### config.mk
export PLATFORM = sky130hd
export DESIGN_NAME = integer_to_ascii_formatter
export DESIGN_NICKNAME = d
export VERILOG_FILES = /design/src/rtl/iaf_pkg.sv /design/src/rtl/iaf_ctrl.sv /design/src/rtl/iaf_dp.sv /design/src/rtl/integer_to_ascii_formatter.sv
export SDC_FILE = /design/constraint.sdc
export NUM_CORES = 1
export LEC_CHECK = 0
export ABC_AREA = 1
export BUFFER_PORTS_ARGS = -buffer_cell sky130_fd_sc_hd__buf_2
export CAP_MARGIN = 30
export CELL_PAD_IN_SITES_DETAIL_PLACEMENT = 0
export CELL_PAD_IN_SITES_GLOBAL_PLACEMENT = 1
export CORE_ASPECT_RATIO = 1.75
export CORE_MARGIN = 2
export CORE_UTILIZATION = 50
export DETAILED_ROUTE_END_ITERATION = 8
export GPL_ROUTABILITY_DRIVEN = 0
export HOLD_SLACK_MARGIN = 0.02
export PLACE_DENSITY = 0.87
export REMOVE_ABC_BUFFERS = 1
export SETUP_SLACK_MARGIN = 0.2
export SLEW_MARGIN = 20
export SYNTH_ARGS = -nofsm -noshare
export SYNTH_HDL_FRONTEND = slang
export SYNTH_SLANG_ARGS = --single-unit
### constraint.sdc
create_clock -name i_clk -period 8.1 [get_ports i_clk]
set_input_delay 1.62 -clock i_clk [delete_from_list [all_inputs] [get_ports i_clk]]
set_output_delay 1.62 -clock i_clk [all_outputs]
set_load 0.01 [all_outputs]
### src/rtl/iaf_pkg.sv
`default_nettype none

package iaf_pkg;

    // digit store geometry
    localparam int unsigned BIN_BITS = 64;
    localparam int unsigned DEC_DIGITS = 20;
    localparam int unsigned HEX_DIGITS = 16;
    localparam int unsigned BCD_BITS = DEC_DIGITS * 4;

    localparam logic [4:0] REM_DEC = 5'(DEC_DIGITS);
    localparam logic [4:0] REM_HEX = 5'(HEX_DIGITS);

    // ascii bases
    localparam logic [6:0] ASCII_ZERO = 7'd48;
    localparam logic [6:0] ASCII_UPPER_A = 7'd65;
    localparam logic [6:0] TEN = 7'd10;

    // controller to datapath commands
    typedef struct packed {
        logic load;
        logic hex;
        logic dabble;
        logic skip;
        logic emit;
    } t_cmd;

    // datapath to controller status
    typedef struct packed {
        logic top_zero;
        logic rem_one;
        logic out_free;
    } t_sts;

    // one digit to its ascii code
    function automatic logic [6:0] digit_to_ascii(input logic [3:0] d);
        logic [6:0] code;
        if ({3'b000, d} < TEN) begin
            code = ASCII_ZERO + {3'b000, d};
        end else begin
            code = ASCII_UPPER_A + {3'b000, d} - TEN;
        end
        return code;
    endfunction

endpackage

`default_nettype wire

### src/rtl/iaf_ctrl.sv
`default_nettype none

module iaf_ctrl (
    input  wire logic          i_clk,
    input  wire logic          i_rst_n,
    input  wire logic          i_valid,
    input  wire logic          i_func,
    output logic               o_stall,
    input  wire iaf_pkg::t_sts i_sts,
    output iaf_pkg::t_cmd      o_cmd
);

    localparam logic [1:0] ST_IDLE = 2'd0;
    localparam logic [1:0] ST_CONV = 2'd1;
    localparam logic [1:0] ST_SKIP = 2'd2;
    localparam logic [1:0] ST_EMIT = 2'd3;

    logic [1:0] r_state;
    logic [1:0] n_state;
    logic [5:0] r_bit_cnt;
    logic [5:0] n_bit_cnt;

    assign o_stall = (r_state != ST_IDLE);

    // command decode and next state
    always_comb begin
        o_cmd = '0;
        o_cmd.hex = i_func;
        n_state = r_state;
        n_bit_cnt = r_bit_cnt;
        case (r_state)
            ST_IDLE: begin
                if (i_valid) begin
                    o_cmd.load = 1'b1;
                    n_bit_cnt = '0;
                    n_state = i_func ? ST_SKIP : ST_CONV;
                end
            end
            ST_CONV: begin
                o_cmd.dabble = 1'b1;
                n_bit_cnt = r_bit_cnt + 6'd1;
                if (r_bit_cnt == 6'd63) begin
                    n_state = ST_SKIP;
                end
            end
            ST_SKIP: begin
                if (i_sts.top_zero && !i_sts.rem_one) begin
                    o_cmd.skip = 1'b1;
                end else if (i_sts.out_free) begin
                    o_cmd.emit = 1'b1;
                    n_state = i_sts.rem_one ? ST_IDLE : ST_EMIT;
                end
            end
            ST_EMIT: begin
                if (i_sts.out_free) begin
                    o_cmd.emit = 1'b1;
                    if (i_sts.rem_one) begin
                        n_state = ST_IDLE;
                    end
                end
            end
            default: begin
                n_state = ST_IDLE;
            end
        endcase
    end

    // state registers
    always_ff @(posedge i_clk) begin
        if (!i_rst_n) begin
            r_state <= ST_IDLE;
            r_bit_cnt <= '0;
        end else begin
            r_state <= n_state;
            r_bit_cnt <= n_bit_cnt;
        end
    end

endmodule

`default_nettype wire

### src/rtl/iaf_dp.sv
`default_nettype none

module iaf_dp (
    input  wire logic          i_clk,
    input  wire logic          i_rst_n,
    input  wire iaf_pkg::t_cmd i_cmd,
    input  wire logic [63:0]   i_value,
    output iaf_pkg::t_sts      o_sts,
    output logic               o_valid,
    output logic [6:0]         o_char_code,
    output logic               o_last,
    input  wire logic          i_stall
);

    logic [iaf_pkg::BIN_BITS-1:0] r_bin;
    logic [iaf_pkg::BCD_BITS-1:0] r_bcd;
    logic [iaf_pkg::BCD_BITS-1:0] adj_bcd;
    logic [4:0]                   r_rem;
    logic [3:0]                   top_digit;

    assign top_digit = r_bcd[iaf_pkg::BCD_BITS-1 -: 4];

    // status towards the controller
    assign o_sts.top_zero = (top_digit == 4'd0);
    assign o_sts.rem_one  = (r_rem == 5'd1);
    assign o_sts.out_free = !o_valid || !i_stall;

    // add-three correction on every bcd digit
    always_comb begin
        for (int i = 0; i < iaf_pkg::DEC_DIGITS; i++) begin
            if (r_bcd[i*4 +: 4] >= 4'd5) begin
                adj_bcd[i*4 +: 4] = r_bcd[i*4 +: 4] + 4'd3;
            end else begin
                adj_bcd[i*4 +: 4] = r_bcd[i*4 +: 4];
            end
        end
    end

    // binary and digit shift registers
    always_ff @(posedge i_clk) begin
        if (i_cmd.load) begin
            r_bin <= i_value;
            if (i_cmd.hex) begin
                r_bcd <= {i_value, 16'h0000};
                r_rem <= iaf_pkg::REM_HEX;
            end else begin
                r_bcd <= '0;
                r_rem <= iaf_pkg::REM_DEC;
            end
        end else if (i_cmd.dabble) begin
            r_bcd <= {adj_bcd[iaf_pkg::BCD_BITS-2:0], r_bin[iaf_pkg::BIN_BITS-1]};
            r_bin <= {r_bin[iaf_pkg::BIN_BITS-2:0], 1'b0};
        end else if (i_cmd.skip || i_cmd.emit) begin
            r_bcd <= {r_bcd[iaf_pkg::BCD_BITS-5:0], 4'h0};
            r_rem <= r_rem - 5'd1;
        end
    end

    // output beat register
    always_ff @(posedge i_clk) begin
        if (!i_rst_n) begin
            o_valid <= 1'b0;
        end else if (i_cmd.emit) begin
            o_valid <= 1'b1;
        end else if (!i_stall) begin
            o_valid <= 1'b0;
        end
    end

    always_ff @(posedge i_clk) begin
        if (i_cmd.emit) begin
            o_char_code <= iaf_pkg::digit_to_ascii(top_digit);
            o_last <= (r_rem == 5'd1);
        end
    end

endmodule

`default_nettype wire

### src/rtl/integer_to_ascii_formatter.sv
`default_nettype none

// channel | direction | handshake         | payload
// input   | in        | i_valid / o_stall | i_func, i_value
// output  | out       | o_valid / i_stall | o_char_code, o_last
//
// decimal: a load, then shift-and-add-three conversion over all 64 bits, then
//   the twenty digits, leading zeros skipped and the rest sent as beats
// hexadecimal: a load, then the sixteen digits, each skipped or sent as a beat
// reset clears the controller and the output valid; a stalled output beat
//   holds and the controller waits, and the next item is taken while the
//   final beat still waits to be read
module integer_to_ascii_formatter (
    input  wire logic        i_clk,
    input  wire logic        i_rst_n,
    input  wire logic        i_valid,
    output logic             o_stall,
    input  wire logic        i_func,
    input  wire logic [63:0] i_value,
    output logic             o_valid,
    input  wire logic        i_stall,
    output logic [6:0]       o_char_code,
    output logic             o_last
);

    iaf_pkg::t_cmd cmd;
    iaf_pkg::t_sts sts;

    // sequencer
    iaf_ctrl u_ctrl (
        .i_clk   (i_clk),
        .i_rst_n (i_rst_n),
        .i_valid (i_valid),
        .i_func  (i_func),
        .o_stall (o_stall),
        .i_sts   (sts),
        .o_cmd   (cmd)
    );

    // conversion and output datapath
    iaf_dp u_dp (
        .i_clk       (i_clk),
        .i_rst_n     (i_rst_n),
        .i_cmd       (cmd),
        .i_value     (i_value),
        .o_sts       (sts),
        .o_valid     (o_valid),
        .o_char_code (o_char_code),
        .o_last      (o_last),
        .i_stall     (i_stall)
    );

endmodule

`default_nettype wire

**Yosys cells after proc, flatten, opt, wreduce, memory -nomap -nowiden**

Index checks and enable logic that the tools add are counted.

- $add $sub $neg: 25
- $lt $le $gt $ge: 21
- Equal/unequal tests: 13
- Mux-type cells: 52
- Reduce and logical (&&, ||, !) cells: 16

Operators by type and width:

| cell | number |
|---|---|
| two-way mux 80 bit | 4 |
| two-way mux 64 bit | 2 |
| >= comparator 4 x 3 -> 1 bit (second input constant) | 20 |
| adder 4 x 2 -> 4 bit (second input constant) | 19 |
| two-way mux 4 bit | 19 |
| two-way mux 2 bit | 8 |
| two-way mux 5 bit | 3 |
| case mux 6 bit (2 select lines) | 1 |
| two-way mux 1 bit | 9 |
| != test 2 x 1 -> 1 bit (second input constant) | 4 |
| != test 2 bit (second input constant) | 4 |
| case mux 2 bit (4 select lines) | 1 |
| nonzero test 2 bit | 4 |
| adder 6 x 4 -> 7 bit (first input constant) | 1 |
| adder 7 x 4 -> 7 bit (first input constant) | 1 |
| two-way mux 7 bit | 1 |
| subtractor 7 x 4 -> 7 bit (second input constant) | 1 |
| adder 6 x 1 -> 6 bit (second input constant) | 1 |
| equality test 6 bit (second input constant) | 1 |
| two-way mux 3 bit | 2 |
| two-way mux 6 bit | 1 |
| AND reduction 6 bit | 1 |
| equality test 5 x 1 -> 1 bit (second input constant) | 1 |
| subtractor 5 x 1 -> 5 bit (second input constant) | 1 |
| other kinds (12) | 17 |

- Register bits after elaboration: 166
- Input port bits: 69
- Output and inout port bits: 10
- Logic and storage cells: 135

**Logic depth before layout (Yosys ltp)**

Gate-level depths: netlist of run 1.

- Depth after elaboration: 9
- Gate-level depth with buffers: 10
- Mapped depth without buffers: 10

**By module**

From an unflattened synthesis of run 1, not the netlist that was laid out.

- Cells, all modules: 1335
- Area total of the unflattened synthesis: 10261.1 um2

Modules (own cells, without submodules):

| module | times used | cells an instance | area each (um2) | sequential area each (um2) |
|---|---|---|---|---|
| iaf_dp | 1 | 1254 | 9748.1 | 4734.5 |
| iaf_ctrl | 1 | 81 | 513.0 | 160.2 |

**Least setup slack after synthesis of run 1**

Ideal clock, no wire load.

- Path kind: input-to-reg
- Start point: input port i_valid
- End point: register u_dp.r_bcd[0] (netlist bit), enable pin
- Setup time: 0.998 ns
- Arrival time: 3.902 ns
- Required time: 7.102 ns
- Setup slack: 3.200 ns
- Stages on the path: 6
- Path buffers: 2
- Cells stage by stage: nand2_4 -> nand2_4 -> inv_2 -> buf_4 -> buf_6 -> nand3_1

- Cells in the longest elaborated chain, start to end: 3

Ends and longest elaborated chain:

| element | RTL line | source |
|---|---|---|
| start, declared | integer_to_ascii_formatter.sv:16 | `input wire logic i_valid,` |
| two-way mux 1 bit | iaf_ctrl.sv:33 | `if (i_valid) begin` |
| two-way mux 1 bit | iaf_ctrl.sv:31 | `case (r_state)` |
| nonzero test 3 bit (no source line) | - |  |
| end signal, assigned | iaf_dp.sv:44 | `r_bcd <= {i_value, 16'h0000};` |
| end signal, assigned | iaf_dp.sv:51 | `r_bcd <= {adj_bcd[iaf_pkg::BCD_BITS-2:0], r_bin[iaf_pkg::BIN_BITS-1]};` |
| end signal, assigned | iaf_dp.sv:54 | `r_bcd <= {r_bcd[iaf_pkg::BCD_BITS-5:0], 4'h0};` |
| end, declared | iaf_dp.sv:16 | `logic [iaf_pkg::BCD_BITS-1:0] r_bcd;` |

No other way between the ends.
A chain may end at the register's enable or synchronous reset.

**Worst setup path after layout of run 1**

- Start point: input port i_valid
- End point: register u_dp.r_bcd[45] (netlist bit), enable pin

Same word-level chain as after synthesis.

==> results of run 1 <==
## final timing paths
kind	slack, ns	start	to
max	4.19	i_valid	u_dp.r_bcd[45]
min	0.49	u_ctrl.r_bit_cnt[1]	u_ctrl.r_bit_cnt[1]
max reg2reg	4.43	u_ctrl.r_state[1]	u_dp.r_bcd[45]
min reg2reg	0.49	u_ctrl.r_bit_cnt[1]	u_ctrl.r_bit_cnt[1]
## power by group
part           switching (mW)  internal, mW
Combinational            1.31         0.630
Sequential              0.250          1.67
Clock                   0.351         0.456
Total                    1.91          2.76
## cell usage after synthesis (all sizes together)
library cell,instances,area (um2)
a21oi,44,220.2
nand2,268,1026
nor2,32,127.6
buf,30,191.4
clkbuf,7,26.28
nor3,2,10.01
ha,43,538.0
dfxtp,9,180.2
inv,150,563.0
nand4,13,81.33
o221ai,16,140.1
nand3,83,415.4
or2,11,68.82
o211ai,27,202.7
o22ai,12,93.84
o21ai,115,575.6
o211a,1,10.01
xnor2,1,8.760
and3,1,6.260
edfxtp,157,4715
o21bai,2,15.01
xor2,16,140.1
## per-layer routing
metal / vias up / GRT usage (%)
li1: 3687 / -
met4: 0 / 10.15
met2: 161 / 41.65
met3: 39 / 2.920
met5: - / 0
met1: 3563 / 25.59
## flip-flops by register name, summed over array words and instances (netlist names)
| signal | cells |
|---|---|
| u_dp.r_bcd | 80 |
| u_dp.r_bin | 64 |
| u_dp.o_char_code | 7 |
| u_ctrl.r_bit_cnt | 6 |
| u_dp.r_rem | 5 |
| u_ctrl.r_state | 2 |
| u_dp.o_last | 1 |
| u_dp.o_valid | 1 |
## critical path, stage by stage
cell     delay, ns
buf_2         0.12
nand2_4       0.09
nand2_4       0.20
inv_2         0.63
nand3_4       0.82
buf_4         0.54
## cell type report
cell class                      count  share of cell area (%)
Timing Repair Buffer               85                   4.460
Clock buffer                       18                   4.090
Inverter                          150                   5.366
Multi-Input combinational cell    687                   35.19
Sequential cell                   166                   46.65
Tap cell                          238                   2.838
Clock inverter                     13                   1.407
## cell families after synthesis
| logic type | count (synthesis) |
|---|---|
| xor gates and xnor gates | 17 |
| buffers and inverters | 187 |
| AOI/OAI and AO/OA | 217 |
| adders and majority gates | 43 |
| DFF | 166 |
| and+or+nand+nor | 410 |
## through the flow
step                      hold WS, ns  total power, mW
final                          0.4869            4.669
after global routing           0.5158            5.064
after CTS                      0.4874            4.692
after detailed placement       0.4774            3.875
after global placement         0.4663            3.812
after floorplan                0.4478            3.296
==> flow_metrics.py, run 1 <==
metrics = {
    "clock_tree": {
        "numCtsBuffers": 17,
        "h-tree-depth": 4,
        "cts_root_buffer": "clkbuf_16",
        "post-cts-setup-buffers": 0,
        "cts_tree": "done",
        "cts_resized": 0,
        "clk_pin_slew_ns": 0.06,
        "ctsHoldBuffers": 0,
        "cts_sinks": 166,
        "clockBufferDepth": 2,
        "worstSkewPairLatency_ns": 0.43,
    },
    "synth": {
        "muxShareOfSynthArea_pct": 0,
        "yosysUniqueCellTypes": 29,
        "synth_area_um2": 9355,
        "synth_xor_area_share_pct": 1.592,
        "yosys.area_share.simple_pct": 18.55,
        "ys_seq_area_share_pct": 52.32,
        "synth_top_family_by_area": "simple AND/OR/NAND/NOR gates",
        "yosysWarnings": 0,
        "yosys.area_share.adder_pct": 5.751,
        "netlist_instances": 1040,
        "synth-seq-cells": 166,
        "syn_avg_cell_area_um2": 8.995,
        "synth-compound-area-share_pct": 13.44,
    },
    "route": {
        "dr_wl_met2_um": 11570,
        "dr.pass1.iters": 5,
        "m1WireLength_um": 8582,
        "via_per_inst": 5.490,
        "routedWlPerCell_um": 15.80,
        "totalWireLength_um": 21440,
        "vias": 7450,
        "wl_met3_um": 673,
        "drt_iter0_markers": 437,
        "dr.max_layer_used": "met4",
        "ant_nets": 0,
        "drc_errors": 0,
    },
    "place": {
        "place_inst": 1325,
        "dpl-instance-area_um2": 9896,
        "io_buffers": 78,
        "place_hpwl_um": 14370,
        "pre_cts_slack_ns": 3.674,
    },
    "timing": {
        "final.setup.tns_ns": 0,
        "drv_slew": 0,
        "setup_viol": 0,
        "tightest_slew_ns": 0.9105,
        "post-route-period-util_pct": 48.22,
        "slew_headroom_pct": 39.30,
        "fin_crit_ns": 3.906,
        "setup_ws_ns": 4.194,
        "skew_ns": 0.01349,
        "fmax_mhz": 256.0,
        "finalHoldViolCount": 0,
        "rsz0062_at_grt": "no",
    },
    "cells_and_area": {
        "drive_gt1_share_pct": 12.33,
        "antenna_cells": 0,
        "fin_cells": 1357,
        "area_growth_pct": 12.16,
        "fillers": 1751,
        "fin_area_um2": 10490,
        "seqCellArea_um2": 4895,
        "final_core_util_pct": 56.72,
        "multi_input_area_um2": 3692,
        "final_cell_mix": "nand2_1, edfxtp_1, inv_1",
        "final_common_cell": "nand2_1",
        "fin_nets": 1219,
    },
    "min_path": {
        "hold_path_depth": 2,
        "hold_class": "reg -> reg",
    },
    "global_route": {
        "grt_antenna_before_repair": 0,
        "grt_pass1_wl_um": 35010,
        "overflow": 0,
        "grt_max_degree": 95,
        "track_usage_pct": 22.56,
        "grt_pass1_vias": 7393,
    },
    "die": {
        "core_area_um2": 18500,
        "die_w_um": 107.4,
        "top_level_ports": 79,
        "rows": 66,
        "die_h_um": 185.0,
        "die_area_um2": 19860,
        "start_util_pct": 50.57,
    },
    "power": {
        "leakage_nw": 4.605,
        "p_per_area_nw_per_um2": 445.0,
        "ir_drop_mv": 0.3804,
    },
    "setup_path": {
        "critPathKind": "in -> reg",
        "worstSetupEndpointType": "flip-flop",
        "critPathLaunchType": "input pin",
        "crit_arrival_ns": 4.06,
        "crit_required_ns": 8.25,
        "reg2regPathDepth": 7,
        "worstPathMaxFanout": 56,
    },
    "run_status": {
        "status": "finished, final reports clean",
    },
    "run": {
        "maxCapViolations": 0,
    },
}
(Power assumes the default switching activity.)
==> run 2: changes to the inputs <==
- ABC_AREA: 1 -> 0
- CORE_UTILIZATION: 50 -> 43
- PLACE_DENSITY: 0.87 -> 0.78
- clock period: 8.1 -> 3.55 ns (I/O delays scaled with it)
==> flow_metrics.py, run 2 <==
metrics = {
    "run_status": {
        "status": "finished, final reports clean",
    },
    "power": {
        "total_power_mw": 9.305,
        "p_per_area_nw_per_um2": 901.0,
        "leakage_nw": 4.152,
        "ir_drop_mv": 0.3916,
    },
    "cells_and_area": {
        "largest_reg_flops": 80,
        "final_cell_mix": "nand2_1, edfxtp_1, o21ai_0",
        "final_common_cell": "nand2_1",
        "regMostFlops": "u_dp.r_bcd",
        "reg.largest.list": "u_dp.r_bcd (80), u_dp.r_bin (64), u_dp.o_char_code (7)",
        "antenna_cells": 0,
        "drive_gt1_share_pct": 14.82,
        "fin_nets": 1091,
        "fillers": 1980,
        "area_growth_pct": 12.84,
        "fin_area_um2": 10330,
    },
    "timing": {
        "finalHoldViolCount": 0,
        "setup_viol": 0,
        "skew_ns": 0.01342,
        "slew_headroom_pct": 45.36,
        "post-route-period-util_pct": 71.32,
        "rsz0062_at_grt": "no",
        "drv_slew": 0,
        "fmax_mhz": 395.0,
        "setup_ws_ns": 1.018,
        "whs_ns": 0.4912,
        "fin_crit_ns": 2.532,
        "tightest_slew_ns": 0.8196,
    },
    "synth": {
        "synth_top_area_share_pct": 51.51,
        "synth_top_area_cell": "edfxtp_1",
        "synth-seq-cells": 166,
        "yosysWarnings": 0,
        "netlist_instances": 913,
        "synth.area.top_cells": "edfxtp_1, nand2_1, ha_1",
        "synth_area_um2": 9153,
        "synth-edff-count": 157,
        "syn_avg_cell_area_um2": 10.02,
        "async_flop_share_pct": 0,
        "yosys-top-cells-count": "nand2_1, edfxtp_1, o21ai_0",
        "synth.most_common_cell": "nand2_1",
        "ys_seq_area_share_pct": 53.48,
        "yosysUniqueCellTypes": 44,
        "synthFlopType": "edfxtp_1",
    },
    "die": {
        "die_w_um": 114.3,
        "core_area_um2": 20930,
        "start_util_pct": 43.72,
        "die_area_um2": 22510,
        "top_level_ports": 79,
        "die_h_um": 197,
        "rows": 70,
    },
    "clock_tree": {
        "cts_tree": "done",
        "h-tree-depth": 4,
        "ctsHoldBuffers": 0,
        "numCtsBuffers": 17,
        "clk_pin_slew_ns": 0.06,
        "cts_resized": 0,
        "clockBufferDepth": 2,
        "worstSkewPairLatency_ns": 0.44,
        "cts_sinks": 166,
        "post-cts-setup-buffers": 0,
        "cts_root_buffer": "clkbuf_16",
    },
    "setup_path": {
        "slowest_stage": "o21ai_0",
        "worstPathMaxFanout": 30,
        "cp.buffers_inverters": 2,
        "critPathLaunchType": "flip-flop",
        "worstSetupEndpointType": "flip-flop",
        "critical-path-top-delay-family": "simple AND/OR/NAND/NOR gates",
        "max_stage_delay_ns": 0.47,
        "crit_required_ns": 3.71,
        "crit_arrival_ns": 2.69,
        "critPathKind": "reg -> reg",
        "path_cells": "inv_1, ha_1, nor4b_2, nor4_1, o21ai_0, nand2_4, buf_4",
    },
    "place": {
        "pre_cts_slack_ns": 0.9093,
        "place_hpwl_um": 14660,
        "dpl-instance-area_um2": 9783,
        "io_buffers": 78,
    },
    "route": {
        "drt_iter0_markers": 453,
        "drc_errors": 0,
        "dr_wl_met2_um": 11420,
        "via_per_inst": 5.514,
        "dr.pass1.iters": 4,
        "m1WireLength_um": 8591,
        "dr.max_layer_used": "met4",
        "wl_met3_um": 646,
        "totalWireLength_um": 21210,
        "ant_nets": 0,
        "routedWlPerCell_um": 17.05,
        "vias": 6860,
    },
    "global_route": {
        "overflow": 0,
        "grt_max_degree": 74,
        "grt_antenna_before_repair": 0,
        "grt_pass1_vias": 6882,
        "track_usage_pct": 19.64,
        "grt_pass1_wl_um": 34400,
    },
    "run": {
        "maxCapViolations": 0,
    },
    "min_path": {
        "hold_class": "reg -> reg",
    },
}
[run 2: cell count changes after synthesis, sizes merged, moves of 15 or more]
| cell | before | now |
|---|---|---|
| nand3 | 83 | 13 |
| a21oi | 44 | 64 |
| mux2 | 0 | 19 |
| o211ai | 27 | 1 |
| a221o | 0 | 18 |
| xor2 | 16 | 1 |
| inv | 150 | 46 |
| nand2b | 0 | 23 |
| xnor2 | 1 | 24 |
| o21ai | 115 | 87 |
| a22oi | 0 | 47 |
| o221ai | 16 | 0 |
| nand2 | 268 | 236 |
| nor3b | 0 | 21 |
[run 2: final timing paths]
| kind | slack, ns | endpoint | startpoint | cells past startpoint |
|---|---|---|---|---|
| min reg2reg | 0.49 | u_ctrl.r_bit_cnt[3] | u_ctrl.r_bit_cnt[3] | 1 |
| min | 0.49 | u_ctrl.r_bit_cnt[3] | u_ctrl.r_bit_cnt[3] | 1 |
| max reg2reg | 1.02 | u_dp.r_bcd[19] | u_dp.r_rem[1] | 7 |
| max | 1.02 | u_dp.r_bcd[19] | u_dp.r_rem[1] | 7 |
[run 2: power breakdown]
part	total, mW	internal, mW	switching [mW]
sequential	4.11	3.37	0.739
combinational	3.46	1.50	1.96
clock	1.74	0.961	0.776
total	9.31	5.83	3.47
[run 2: metal layers]
layer	track usage, %	vias to the layer above
met5	0	-
met4	7.814	0
met3	3.352	38
met2	35.56	142
met1	22.76	3300
li1	-	3380
[run 2: kinds of logic (layout without fill, tap and decap cells)]
logic type | Yosys count | in the layout | synth area share (%)
multiplexers | 19 | 19 | 2.338
buffers and inverters | 89 | 168 | 4.142
flip-flops | 166 | 166 | 53.48
XOR/XNOR | 25 | 25 | 2.392
adder cells (fa/ha/maj) | 43 | 43 | 5.878
AND/OR/NAND/NOR | 344 | 344 | 16.71
AO/OA/AOI/OAI | 227 | 227 | 15.07
[run 2: worst register-to-register path: cells and delay by family (launching register included)]
family	cells	cell delay, ns
and+or+nand+nor	3	0.82
DFF	1	0.38
AOI/OAI and AO/OA	1	0.47
buffers and inverters	2	0.44
adders and majority gates	1	0.14
[run 2: per-stage QoR]
| step | TNS, ns | cells | utilization (%) |
|---|---|---|---|
| final | 0 | 1244 | 49.34 |
| after global routing | 0 | 1244 | 49.34 |
| after CTS | 0 | 1244 | 49.34 |
| after detailed placement | 0 | 1212 | 46.74 |
| after global placement | 0 | 1212 | 46.74 |
| after floorplan | -198.03 | 870 | - |
[run 2: final cells by class]
cell class / instances / area, um2 / share of cell area (%)
Multi-Input combinational cell: 658 / 3895 / 37.72
Clock inverter: 12 / 107.6 / 1.042
Timing Repair Buffer: 90 / 505.5 / 4.895
Tap cell: 252 / 315.3 / 3.053
Inverter: 46 / 172.7 / 1.672
Clock buffer: 20 / 436.7 / 4.228
Sequential cell: 166 / 4895 / 47.40
